**src/sv/bounded_sorted_priority_list_macros.svh**
```systemverilog
// assertion helpers used by the top-level rtl file
`ifndef BOUNDED_SORTED_PRIORITY_LIST_MACROS_SVH
`define BOUNDED_SORTED_PRIORITY_LIST_MACROS_SVH

// property checked on every clock edge outside reset
`define BSPL_ASSERT(lbl, prop, msg) \
  lbl: assert property (@(posedge clk) disable iff (!rst_n) prop) else $error(msg);

// property checked on every clock edge, reset included
`define BSPL_ASSERT_ALWAYS(lbl, prop, msg) \
  lbl: assert property (@(posedge clk) prop) else $error(msg);

`endif

```
**src/sv/bspl_pkg.sv**
```systemverilog
`timescale 1ns / 1ps

package bspl_pkg;

  // default sizing
  localparam int CAPACITY_DEF = 64;
  localparam int KEY_BITS_DEF = 32;
  localparam int ID_BITS_DEF  = 16;

  // result field widths and layout
  localparam int HEAD_ID_BITS  = 16;
  localparam int COUNT_BITS    = 7;
  localparam int STATUS_BITS   = 2;
  localparam int OUT_USED_BITS = HEAD_ID_BITS + 1 + COUNT_BITS + STATUS_BITS;
  localparam int OUT_DATA_BITS = ((OUT_USED_BITS + 7) / 8) * 8;
  localparam int OUT_PAD_BITS  = OUT_DATA_BITS - OUT_USED_BITS;

  // command codes
  typedef enum logic [1:0] {
    CMD_INSERT = 2'd0,
    CMD_REMOVE = 2'd1,
    CMD_CLEAR  = 2'd2
  } cmd_t;

  // status codes
  typedef enum logic [1:0] {
    ST_OK           = 2'd0,
    ST_EMPTY_REMOVE = 2'd1,
    ST_DROPPED      = 2'd2,
    ST_EVICTED      = 2'd3
  } status_t;

  // operation broadcast to every cell of the row
  typedef struct packed {
    logic do_ins;
    logic do_rem;
  } cell_ctl_t;

endpackage

```
**src/sv/bspl_cell.sv**
```systemverilog
`timescale 1ns / 1ps

module bspl_cell #(
  parameter int KEY_BITS = bspl_pkg::KEY_BITS_DEF,
  parameter int ID_BITS  = bspl_pkg::ID_BITS_DEF
) (
  input  logic                       clk,
  input  bspl_pkg::cell_ctl_t        ctl,
  input  logic                       occupied,
  input  logic                       left_ge,
  input  logic signed [KEY_BITS-1:0] new_key,
  input  logic        [ID_BITS-1:0]  new_id,
  input  logic signed [KEY_BITS-1:0] left_key,
  input  logic        [ID_BITS-1:0]  left_id,
  input  logic signed [KEY_BITS-1:0] right_key,
  input  logic        [ID_BITS-1:0]  right_id,
  output logic signed [KEY_BITS-1:0] key_r,
  output logic        [ID_BITS-1:0]  id_r,
  output logic        [ID_BITS-1:0]  id_nxt,
  output logic                       ge
);

  logic signed [KEY_BITS-1:0] key_nxt;

  // held entry stays ahead of the new one: equal keys keep arrival order
  assign ge = occupied && (key_r >= new_key);

  // keep, take the new entry, shift from the left on insert, from the right on remove
  always_comb begin
    key_nxt = key_r;
    id_nxt  = id_r;
    if (ctl.do_ins && !ge) begin
      if (left_ge) begin
        key_nxt = new_key;
        id_nxt  = new_id;
      end else begin
        key_nxt = left_key;
        id_nxt  = left_id;
      end
    end else if (ctl.do_rem) begin
      key_nxt = right_key;
      id_nxt  = right_id;
    end
  end

  // entry storage
  always_ff @(posedge clk) begin
    key_r <= key_nxt;
    id_r  <= id_nxt;
  end

endmodule

```
**config.mk**
```make
export PLATFORM = sky130hd
export DESIGN_NAME = bspl_cell
export DESIGN_NICKNAME = d
export VERILOG_FILES = /design/src/sv/bounded_sorted_priority_list_macros.svh /design/src/sv/bspl_pkg.sv /design/src/sv/bspl_cell.sv
export SDC_FILE = /design/constraint.sdc
export NUM_CORES = 1
export LEC_CHECK = 0
export BUFFER_PORTS_ARGS = -buffer_cell sky130_fd_sc_hd__buf_4
export CAP_MARGIN = 20
export CORE_ASPECT_RATIO = 1.25
export CORE_MARGIN = 2
export CORE_UTILIZATION = 44
export CTS_CLUSTER_SIZE = 40
export DETAILED_ROUTE_END_ITERATION = 8
export PLACE_DENSITY = 0.82
export RECOVER_POWER = 25
export SKIP_CTS_REPAIR_TIMING = 1
export SYNTH_ARGS = -nofsm -noshare
export SYNTH_HDL_FRONTEND = slang
export SYNTH_SLANG_ARGS = --single-unit
export TNS_END_PERCENT = 30
```
**constraint.sdc**
```tcl
create_clock -name clk -period 4 [get_ports clk]
set_clock_uncertainty 0.05 [all_clocks]
set_input_delay 0.2 -clock clk [delete_from_list [all_inputs] [get_ports clk]]
set_output_delay 0.2 -clock clk [all_outputs]
set_load 0.03 [all_outputs]
```
# Yosys cells after proc, flatten, opt, wreduce, memory -nomap -nowiden
# Cells that the tools add are included.
# totals
out_inout_bits	65
ff_bits	48
elab_cells	13
# op_classes
mux	6
magnitude_cmp	1
n_reduce_logical	4
# op_table
cell	count
$mux W32	3
$mux W16	3
$ge A32 B32 Y1	1
$logic_and A1 B1 Y1	2
$reduce_bool A2 Y1	1
$logic_not A1 Y1	1

# Longest topological paths before layout
# Gate-level depths: netlist of run 1.
# depth
word_depth	5
mapped_depth	11
mapped_depth_nobuf	9

# Worst setup path before layout of run 1
# Ideal clock, no wire load.
# synth_timing
path_type	register to register
from	register key_r[7]
to	register key_r[0] (enable)
t_required_ns	3.556
slack_ns	0.593
setup_time_ns	0.394
stages_incl_launch_ff	10
t_arrival_ns	2.963
n_path_buf	1
path_cell_list	edfxtp_1 -> ha_1 -> a21oi_1 -> o21ai_0 -> a221oi_1 -> nor3b_2 -> a2111oi_2 -> a221oi_4 -> buf_6 -> nand2b_1
# synth_between
elab_chain_len	5
# synth_lines
element	line_no	text
start, declared	bspl_cell.sv:17	output logic signed [KEY_BITS-1:0] key_r,
start signal, assigned	bspl_cell.sv:48	key_r <= key_nxt;
$ge A32 B32 Y1	bspl_cell.sv:26	assign ge = occupied && (key_r >= new_key);
$logic_and A1 B1 Y1	bspl_cell.sv:26	
$logic_not A1 Y1	bspl_cell.sv:32	if (ctl.do_ins && !ge) begin
$logic_and A1 B1 Y1	bspl_cell.sv:32	
$reduce_bool A2 Y1 (no line)	--	
# No other way between the ends.
# A chain may end at the register's enable or synchronous reset.

# Final worst setup path of run 1
# layout_timing
from	register key_r[31]
to	output id_nxt[11]
# layout_between
elab_chain_len	5
# layout_lines
element	line_no	text
$ge A32 B32 Y1	bspl_cell.sv:26	
$logic_and A1 B1 Y1	bspl_cell.sv:26	
$logic_not A1 Y1	bspl_cell.sv:32	
$logic_and A1 B1 Y1	bspl_cell.sv:32	
$mux W16	bspl_cell.sv:32	
end, declared	bspl_cell.sv:19	output logic [ID_BITS-1:0] id_nxt,
# No other way between the ends.

==> summary.txt, run 1 <==
outcome - complete, no violations
crit path DAT - 3340 ps
YS warnings - 0
Final GP Congestion - 0.853
Max-Slew Margin vs Limit - 53.4%
#FFs+latches synth - 48
n_diodes - 0
vias in the first global route - 3484
clk_lat worst skew - 290 ps
first-pass GRT wire length - 15900 um
CP max FO - 31
ys async rst share - 0%
routed via count - 3146
Post-Syn Nets - 480
Avg Synthesized Cell Area - 11.7 sq um
most frequent cell after synthesis - mux2_2
area leader, netlist - edfxtp_1
FF-to-FF End - key_r[6]
DR iter-0 viols - 57
gr ovfl total - 0
Nets - 692
vias per inst - 5.18
largest net degree at the start of global routing - 49
DRC Markers - 0
ANT nets after route - 0
post-synth top area share - 27.5%
antenna violations before repair - 0
hold-critical path depth - 2
FF-to-FF path depth - 8
fin area - 5120 sq um
clock transition at the registers of the reported paths - 90 ps
CTS tree - yes
Num CTS Buffers - 5
Global Route Usage Sum - 22.5%
synthesized netlist cell count - 299
I/O pin count - 214
share of cells above drive strength 1 - 49.0%
Total Die Area - 8680 sq um
area grow syn2layout - 46.4%
total of max-cap violations - 0
unrepaired setup endpoints after global routing - no
Hold Path Class - input pin to flip-flop
PD cells - 421 nW/um^2
Post-DP Area - 5150 sq um
worst slew pin tran - 698 ps
post-synthesis sequential area ratio - 36.6%
distinct cell type count after synthesis - 30
post-layout util - 66.1%
Peak VDD IR - 236 uV
Sink Count - 48
R2R Setup Slk - 770 ps
period utilization - 89.8%
WP data required - 3750 ps
synth cell count leaders - mux2_2, mux2i_1, inv_1
CTS Buffer Depth - 2
height of the die - 104 um
root buffer cell - clkbuf_8
Initial Util - 45.1%
htree depth - 2
routed len/inst - 16.3 um
routed wire length - 9920 um
crit path kind - flip-flop to output pin
Post-synth top flop - edfxtp_1
final setup vio count - 0
Hold EP - key_r[0]
DRT Pass-1 Iters - 4
top cells by area, synth - edfxtp_1, mux2_2, mux2i_1, ha_1, dfxtp_1
die width - 83.7 um
Core ar. - 7750 sq um
Slew Viols, Final - 0
beginning of the worst hold path - right_key[0]
Post-Syn Area - 3500 sq um
RR Startpoint - key_r[31]
Tmin final - 3590 ps
dpl hpwl - 8150 um
row count - 36
Worst setup EP type - output pin
CP Launch Type - flip-flop
endpoints failing hold - 0
Fin Setup TNS - 0 ps
FMAX - 278 MHz
PortBufs - 213
Leak - 2.52 nW
EDFF count, synth - 32
[final cells by class]
cell class	instances	area, sq um
well taps	95	119
inverters	36	135
repair buffers	217	1490
flip-flops and latches	48	1280
clock buffers	8	100
fillers	643	2630
multi-input cells	203	1990
[routing by layer]
metal	up-vias	track usage, %	part of all wire, %
li1	1520	-	-
met1	1480	23.7	36
met2	138	44.1	55
met3	8	4.94	7.0
met4	0	6.11	1.4
met5	-	0	0
[state kept, by name, summed over array words and instances, names as in the netlist]
| name | count |
|---|---|
| key_r | 32 |
| id_r | 16 |
[placed cells by master, fill, tap and decap left out]
cell type,instances
a211oi_1,1
ha_1,32
mux2i_1,48
mux2_1,7
a221oi_4,1
and2b_1,1
dfxtp_1,16
clkbuf_1,37
nor4_4,1
o211ai_1,1
nor3b_2,1
nand4_4,1
mux2_2,57
a221o_1,1
xnor2_1,1
nand3_1,4
clkbuf_8,7
o21ai_0,5
buf_4,181
a21oi_1,16
edfxtp_1,32
a2111oi_2,1
nand2b_2,1
inv_1,36
a221oi_1,1
nor3_1,2
nand4_1,7
nand2_1,11
nor4_1,2
[report_power, final]
part           total [W]  switching [W]  internal [W]
logic            0.00111       0.000666      0.000442
registers       0.000732      0.0000634      0.000669
clock network   0.000315       0.000157      0.000158
total            0.00215       0.000886       0.00127
[worst max-delay path by stage]
stage,start,to,slack [ps],cells past startpoint
2_1_floorplan,key_r[7],key_r[0],590,9
3_3_place_gp,key_r[31],id_nxt[0],850,9
3_5_place_dp,key_r[27],id_nxt[4],720,9
4_1_cts,key_r[31],id_nxt[4],370,9
5_1_grt,key_r[27],id_nxt[6],120,9
6_report,key_r[31],id_nxt[11],410,9
[logic make-up after synthesis]
group                    synth area share [%]
XOR/XNOR                                0.251
adder cells (fa/ha/maj)                  11.5
buffers and inverters                    6.51
flip-flops                               36.6
multiplexers                             34.4
AO/OA/AOI/OAI                            5.15
AND/OR/NAND/NOR                          5.62
[per-stage QoR]
stage | cells | setup WS, ps | hold WS [ps] | total power, W
global placement | 599 | 853 | 443 | 0.00190
global route | 607 | 116 | 132 | 0.00228
CTS | 607 | 368 | 132 | 0.00225
detailed placement | 599 | 718 | 439 | 0.00193
finish | 607 | 407 | 143 | 0.00215
floorplan | 299 | 593 | 354 | 0.00148
[critical path: stages (launching register included)]
cell and delay [ps]:
edfxtp_1 400, ha_1 430, nand4_4 160, nor4_4 400
nor3b_2 290, a2111oi_2 100, a221oi_4 250, buf_4 480
mux2i_1 310, buf_4 200
Power figures use the tool's default switching activity.
==> run 2: changes to the inputs <==
--- a/config.mk
+++ b/config.mk
@@ -12,4 +12,4 @@
 export CORE_UTILIZATION = 44
-export CTS_CLUSTER_SIZE = 40
 export DETAILED_ROUTE_END_ITERATION = 8
+export MAX_ROUTING_LAYER = met4
 export PLACE_DENSITY = 0.82
==> constraint.sdc (replaced) <==
create_clock -name clk -period 4 [get_ports clk]
set_clock_uncertainty 0.05 [all_clocks]
set_input_delay 0.4 -clock clk [delete_from_list [all_inputs] [get_ports clk]]
set_output_delay 0.4 -clock clk [all_outputs]
set_load 0.03 [all_outputs]
==> run 2 against run 1 <==
First-iteration DRC count increased by 61%. Utilization about the same. Maximum frequency decreased by 2.3%. Highest routed layer unchanged. Sequential power about the same. Critical path depth unchanged. Design area about the same. Via count decreased by 0.32%. Register-to-register slack improved by 30 ps. Combinational power about the same. Sequential share of layout area about the same. Largest cell class unchanged. Sequential cell count unchanged.
==> summary.txt, run 2 (same netlist as run 1, synthesis figures left out) <==
outcome - complete, no violations
R2R Setup Slk - 800 ps (+30 ps)
height of the die - 104 um (unchanged)
FF-to-FF End - key_r[17]
Sink Count - 48 (unchanged)
die width - 83.7 um (unchanged)
PortBufs - 213 (unchanged)
Tmin final - 3680 ps (+84.9 ps)
endpoints failing hold - 0 (unchanged)
CP Launch Type - flip-flop
Num CTS Buffers - 5 (unchanged)
crit path DAT - 3230 ps (-110 ps)
commonest cells after routing, fill and taps aside - buf_4, mux2_2, mux2i_1, clkbuf_1, inv_1
Nets - 693 (+0.14%)
crit path kind - flip-flop to output pin
Global Route Usage Sum - 22.3% (-0.23 points)
Max-Slew Margin vs Limit - 54.2% (+0.74 points)
clock transition at the registers of the reported paths - 90 ps (about the same)
largest net degree at the start of global routing - 49 (unchanged)
n_diodes - 0 (unchanged)
Max stage delay on crit path - 410 ps (-70 ps)
Total Die Area - 8680 sq um (unchanged)
Fin Setup TNS - 0 ps (unchanged)
Worst setup EP type - output pin
worst slew pin tran - 687 ps (-11.1 ps)
Hold EP - key_r[30]
routed via count - 3136 (-0.32%)
row count - 36 (unchanged)
PD cells - 415 nW/um^2 (-1.3%)
biggest regs - key_r: 32 flops, id_r: 16 flops
CTS tree - yes
beginning of the worst hold path - right_key[30]
Largest Register - key_r
Peak VDD IR - 287 uV (+22%)
worst setup margin - 322 ps (-84.9 ps)
Crit path top cell by count - buf_4
dpl hpwl - 8100 um (-0.60%)
DRC Markers - 0 (unchanged)
WP data required - 3550 ps (-200 ps)
total of max-cap violations - 0 (unchanged)
critical path's slowest cell - nor4_4
period utilization - 91.9% (+2.1 points)
vias per inst - 5.16 (-0.48%)
commonest non-fill, non-tap cell in the layout - buf_4
Final GP Congestion - 0.805 (-5.7%)
Hold Path Class - input pin to flip-flop
Leak - 2.52 nW (about the same)
final setup vio count - 0 (unchanged)
Core ar. - 7750 sq um (unchanged)
clk_lat worst skew - 290 ps (about the same)
hold-critical path depth - 2 (unchanged)
I/O pin count - 214 (unchanged)
ANT nets after route - 0 (unchanged)
unrepaired setup endpoints after global routing - no
DRT Pass-1 Iters - 5 (+1)
antenna violations before repair - 0 (unchanged)
RR Startpoint - key_r[7]
worst path cell trace - ha_1 > nand4_1 > nor4_4 > nor3b_2 > a2111oi_2 > a221oi_4 > buf_4 > mux2i_1 > buf_4
gr ovfl total - 0 (unchanged)
share of cells above drive strength 1 - 48.9% (-0.096 points)
CP max FO - 20 (-35%)
area grow syn2layout - 46.5% (about the same)
FMAX - 272 MHz (-2.3%)
Largest register FFs - 32 (unchanged)
routed wire length - 9690 um (-2.3%)
Slew Viols, Final - 0 (unchanged)
htree depth - 2 (unchanged)
FF-to-FF path depth - 10 (+2)
root buffer cell - clkbuf_8
DR iter-0 viols - 92 (+61%)
routed len/inst - 15.9 um (-2.4%)
Initial Util - 45.1% (unchanged)
CTS Buffer Depth - 2 (unchanged)
first-pass GRT wire length - 15600 um (-2.1%)
vias in the first global route - 3464 (-0.57%)
Place WS - 243 ps (-475 ps)
-- run 2: how the worst max path moves through the flow --
stage / start / end / slack [ps] / cells past startpoint
finish: key_r[27] / id_nxt[5] / 320 / 9
global route: key_r[27] / id_nxt[5] / 120 / 9
CTS: key_r[31] / id_nxt[12] / 10 / 9
detailed placement: new_key[27] / id_nxt[12] / 240 / 11
global placement: new_key[31] / id_nxt[11] / 370 / 11
floorplan: key_r[31] / id_nxt[10] / 530 / 9
-- run 2: layout make-up --
cell class	instances	area, sq um
Timing Repair Buffer	218	1510
Multi-Input combinational cell	203	1990
Fill cell	664	2630
Clock inverter	1	5.00
Sequential cell	48	1280
Inverter	36	135
Clock buffer	7	76.3
Tap cell	95	119
-- run 2: critical path: cells and delay by family, from the launching register on --
| kind | cells | cell delay (ps) |
|---|---|---|
| buf+inv | 2 | 570 |
| fa+ha+maj | 1 | 340 |
| flops | 1 | 400 |
| compound gates | 2 | 390 |
| mux | 1 | 290 |
| simple gates | 3 | 930 |
-- run 2: where the power goes --
part           switching, W  total [W]  internal [W]
combinational      0.000666    0.00112      0.000449
sequential        0.0000641   0.000733      0.000668
clock              0.000156   0.000279      0.000123
total              0.000886    0.00213       0.00124
-- run 2: per-stage QoR --
| step | hold WS [ps] | total power (W) | util [%] | std cells | instance area [sq um] |
|---|---|---|---|---|---|
| after global placement | 518 | 0.00191 | 66.6 | 598 | 5160 |
| after global routing | 329 | 0.00225 | 66.1 | 608 | 5120 |
| final | 341 | 0.00213 | 66.1 | 608 | 5120 |
| after detailed placement | 531 | 0.00193 | 66.6 | 598 | 5160 |
| after floorplan | 554 | 0.00148 | - | 299 | 3500 |
| after CTS | 331 | 0.00221 | 67.6 | 606 | 5240 |
-- run 2: metal layers --
| layer | wire length [um] | share of wire (%) | GRT usage, % |
|---|---|---|---|
| met2 | 5270 | 54 | 42.3 |
| met1 | 3620 | 37 | 23.1 |
| met4 | 178 | 1.8 | 6.68 |
| met3 | 624 | 6.4 | 3.98 |
| met5 | 0 | 0 | - |
==> run 3: changes to the inputs <==
Settings changed: CORE_ASPECT_RATIO 1.25 to 0.75.
==> run 3 against run 2 <==
Global-route usage decreased by 0.80 points. Sequential cell count unchanged. Maximum frequency grew 1.7%. Worst hold slack lost 3.1 ps. Die area barely moved. Non-clock buffer count fell by 3. Via count decreased by 2.7%. Setup slack better by 61 ps. Largest power group unchanged.
==> summary.txt, run 3 (same netlist as run 1, synthesis figures left out) <==
root buffer cell - clkbuf_8
Tot Pwr - 0.00221 W (+3.7%)
worst slew pin tran - 702 ps (+14.3 ps)
DR iter-0 viols - 56 (-39%)
Leak - 2.53 nW (+0.19%)
WP data required - 3550 ps (about the same)
Max-Slew Margin vs Limit - 53.2% (-0.95 points)
RR Startpoint - key_r[5]
clock transition at the registers of the reported paths - 100 ps (about the same)
vias in the first global route - 3192 (-7.9%)
FF-to-FF path depth - 10 (unchanged)
FMAX - 276 MHz (+1.7%)
DRC Markers - 0 (unchanged)
row count - 28 (-22%)
beginning of the worst hold path - right_key[0]
worst setup margin - 383 ps (+60.7 ps)
Worst setup EP type - output pin
Int Power - 0.00131 W (+5.7%)
gr ovfl total - 0 (unchanged)
CP max FO - 49 (+150%)
Hold EP - key_r[0]
dpl hpwl - 7520 um (-7.2%)
commonest cells after routing, fill and taps aside - buf_4, mux2_2, mux2i_1, clkbuf_1, inv_1
Core ar. - 7810 sq um (+0.84%)
R2R Setup Slk - 860 ps (+60 ps)
CTS tree - yes
endpoints failing hold - 0 (unchanged)
unrepaired setup endpoints after global routing - no
Place WS - 599 ps (+356 ps)
Nets - 690 (-0.43%)
routed via count - 3051 (-2.7%)
period utilization - 90.4% (-1.5 points)
DRT Pass-1 Iters - 4 (-1)
outcome - complete, no violations
Hold Slack - 337 ps (-3.13 ps)
final setup vio count - 0 (unchanged)
vias per inst - 4.96 (-3.8%)
antenna violations before repair - 0 (unchanged)
clock share of power - 16.8% (+3.7 points)
area grow syn2layout - 47.4%
Largest Register - key_r
Total Die Area - 8680 sq um (about the same)
hold-critical path depth - 2 (unchanged)
Layout fillers - 645 (-2.9%)
height of the die - 81.2 um (-22%)
CTS Buffer Depth - 2 (unchanged)
clk_lat worst skew - 300 ps (about the same)
first-pass GRT wire length - 14600 um (-6.4%)
routed wire length - 9440 um (-2.6%)
Peak VDD IR - 271 uV (-5.5%)
largest net degree at the start of global routing - 50 (+2.0%)
Post-DP Area - 5160 sq um (about the same)
CP Launch Type - flip-flop
htree depth - 2 (unchanged)
Switching Power - 0.000894 W (+0.91%)
PortBufs - 213 (unchanged)
ANT nets after route - 0 (unchanged)
Slew Viols, Final - 0 (unchanged)
die width - 107 um (+28%)
Sink Count - 48 (unchanged)
Num CTS Buffers - 5 (unchanged)
total of max-cap violations - 0 (unchanged)
fin area - 5150 sq um (+0.61%)
Final GP Congestion - 0.864 (+7.3%)
FF-to-FF End - key_r[31]
Global Route Usage Sum - 21.5% (-0.80 points)
commonest non-fill, non-tap cell in the layout - buf_4
PD cells - 428 nW/um^2 (+3.0%)
Largest register FFs - 32 (unchanged)
n_diodes - 0 (unchanged)
Initial Util - 44.7% (-0.38 points)
I/O pin count - 214 (unchanged)
crit path kind - flip-flop to output pin
Tmin final - 3620 ps (-60.7 ps)
biggest regs - key_r: 32 flops, id_r: 16 flops
routed len/inst - 15.3 um (-3.7%)
share of cells above drive strength 1 - 48.8% (-0.10 points)
Hold Path Class - input pin to flip-flop
Logic pwr share - 50.1% (-2.3 points)
sequential share of power - 33.1% (-1.3 points)
Fin Setup TNS - 0 ps (unchanged)
crit path DAT - 3170 ps (-60 ps)
switch share - 40.5% (-1.1 points)
## run 3: cell types whose count changed in the layout (fill, tap and decap cells not counted), sizes merged
cell,delta
buf,-3
clkinv,-1
clkbuf,+1
## run 3: metrics by stage
step	instances	utilization, %
final	615	65.9
after global routing	615	65.9
after CTS	615	67.7
after detailed placement	607	66.1
after global placement	607	66.1
after floorplan	299	-
## run 3: layout make-up
cell class / count / area [sq um] / share of cell area, %
Clock buffer: 8 / 123 / 2.38
Sequential cell: 48 / 1280 / 24.9
Timing Repair Buffer: 215 / 1490 / 29.0
Tap cell: 105 / 131 / 2.55
Multi-Input combinational cell: 203 / 1990 / 38.6
Inverter: 36 / 135 / 2.62
## run 3: worst max path at each step
| stage | start | to | slack [ps] | cells past startpoint |
|---|---|---|---|---|
| floorplan | key_r[31] | id_nxt[10] | 530 | 9 |
| global placement | new_key[31] | id_nxt[9] | 720 | 11 |
| detailed placement | new_key[27] | id_nxt[13] | 600 | 11 |
| CTS | key_r[25] | id_nxt[13] | 330 | 9 |
| global route | key_r[25] | id_nxt[4] | 130 | 9 |
| finish | key_r[25] | id_nxt[13] | 380 | 9 |
## run 3: worst max-delay path, cell delays in order (launching register included)
cell and delay, ps:
edfxtp_1 450, ha_1 320, nand4_1 230, nor4_4 410, nor3b_2 280, a2111oi_2 100, a221oi_4 240, buf_12 330
mux2i_1 280, buf_4 200
## run 3: metal layers
metal  vias to the layer above  global-route usage [%]  wire length, um
met5                         -                       -                0
met4                         0                    5.58              176
met3                        14                    4.01              576
met2                       114                    37.0             4620
met1                      1399                    26.3             4060
li1                       1524                       -                -
## run 3: power by group through the flow
stage | clock network [W] | registers (W) | logic, W
2_1_floorplan | 0 | 0.000960 | 0.000523
3_3_place_gp | 0 | 0.000739 | 0.00116
3_5_place_dp | 0 | 0.000745 | 0.00118
4_1_cts | 0.000380 | 0.000734 | 0.00118
5_1_grt | 0.000396 | 0.000746 | 0.00119
6_report | 0.000371 | 0.000730 | 0.00110
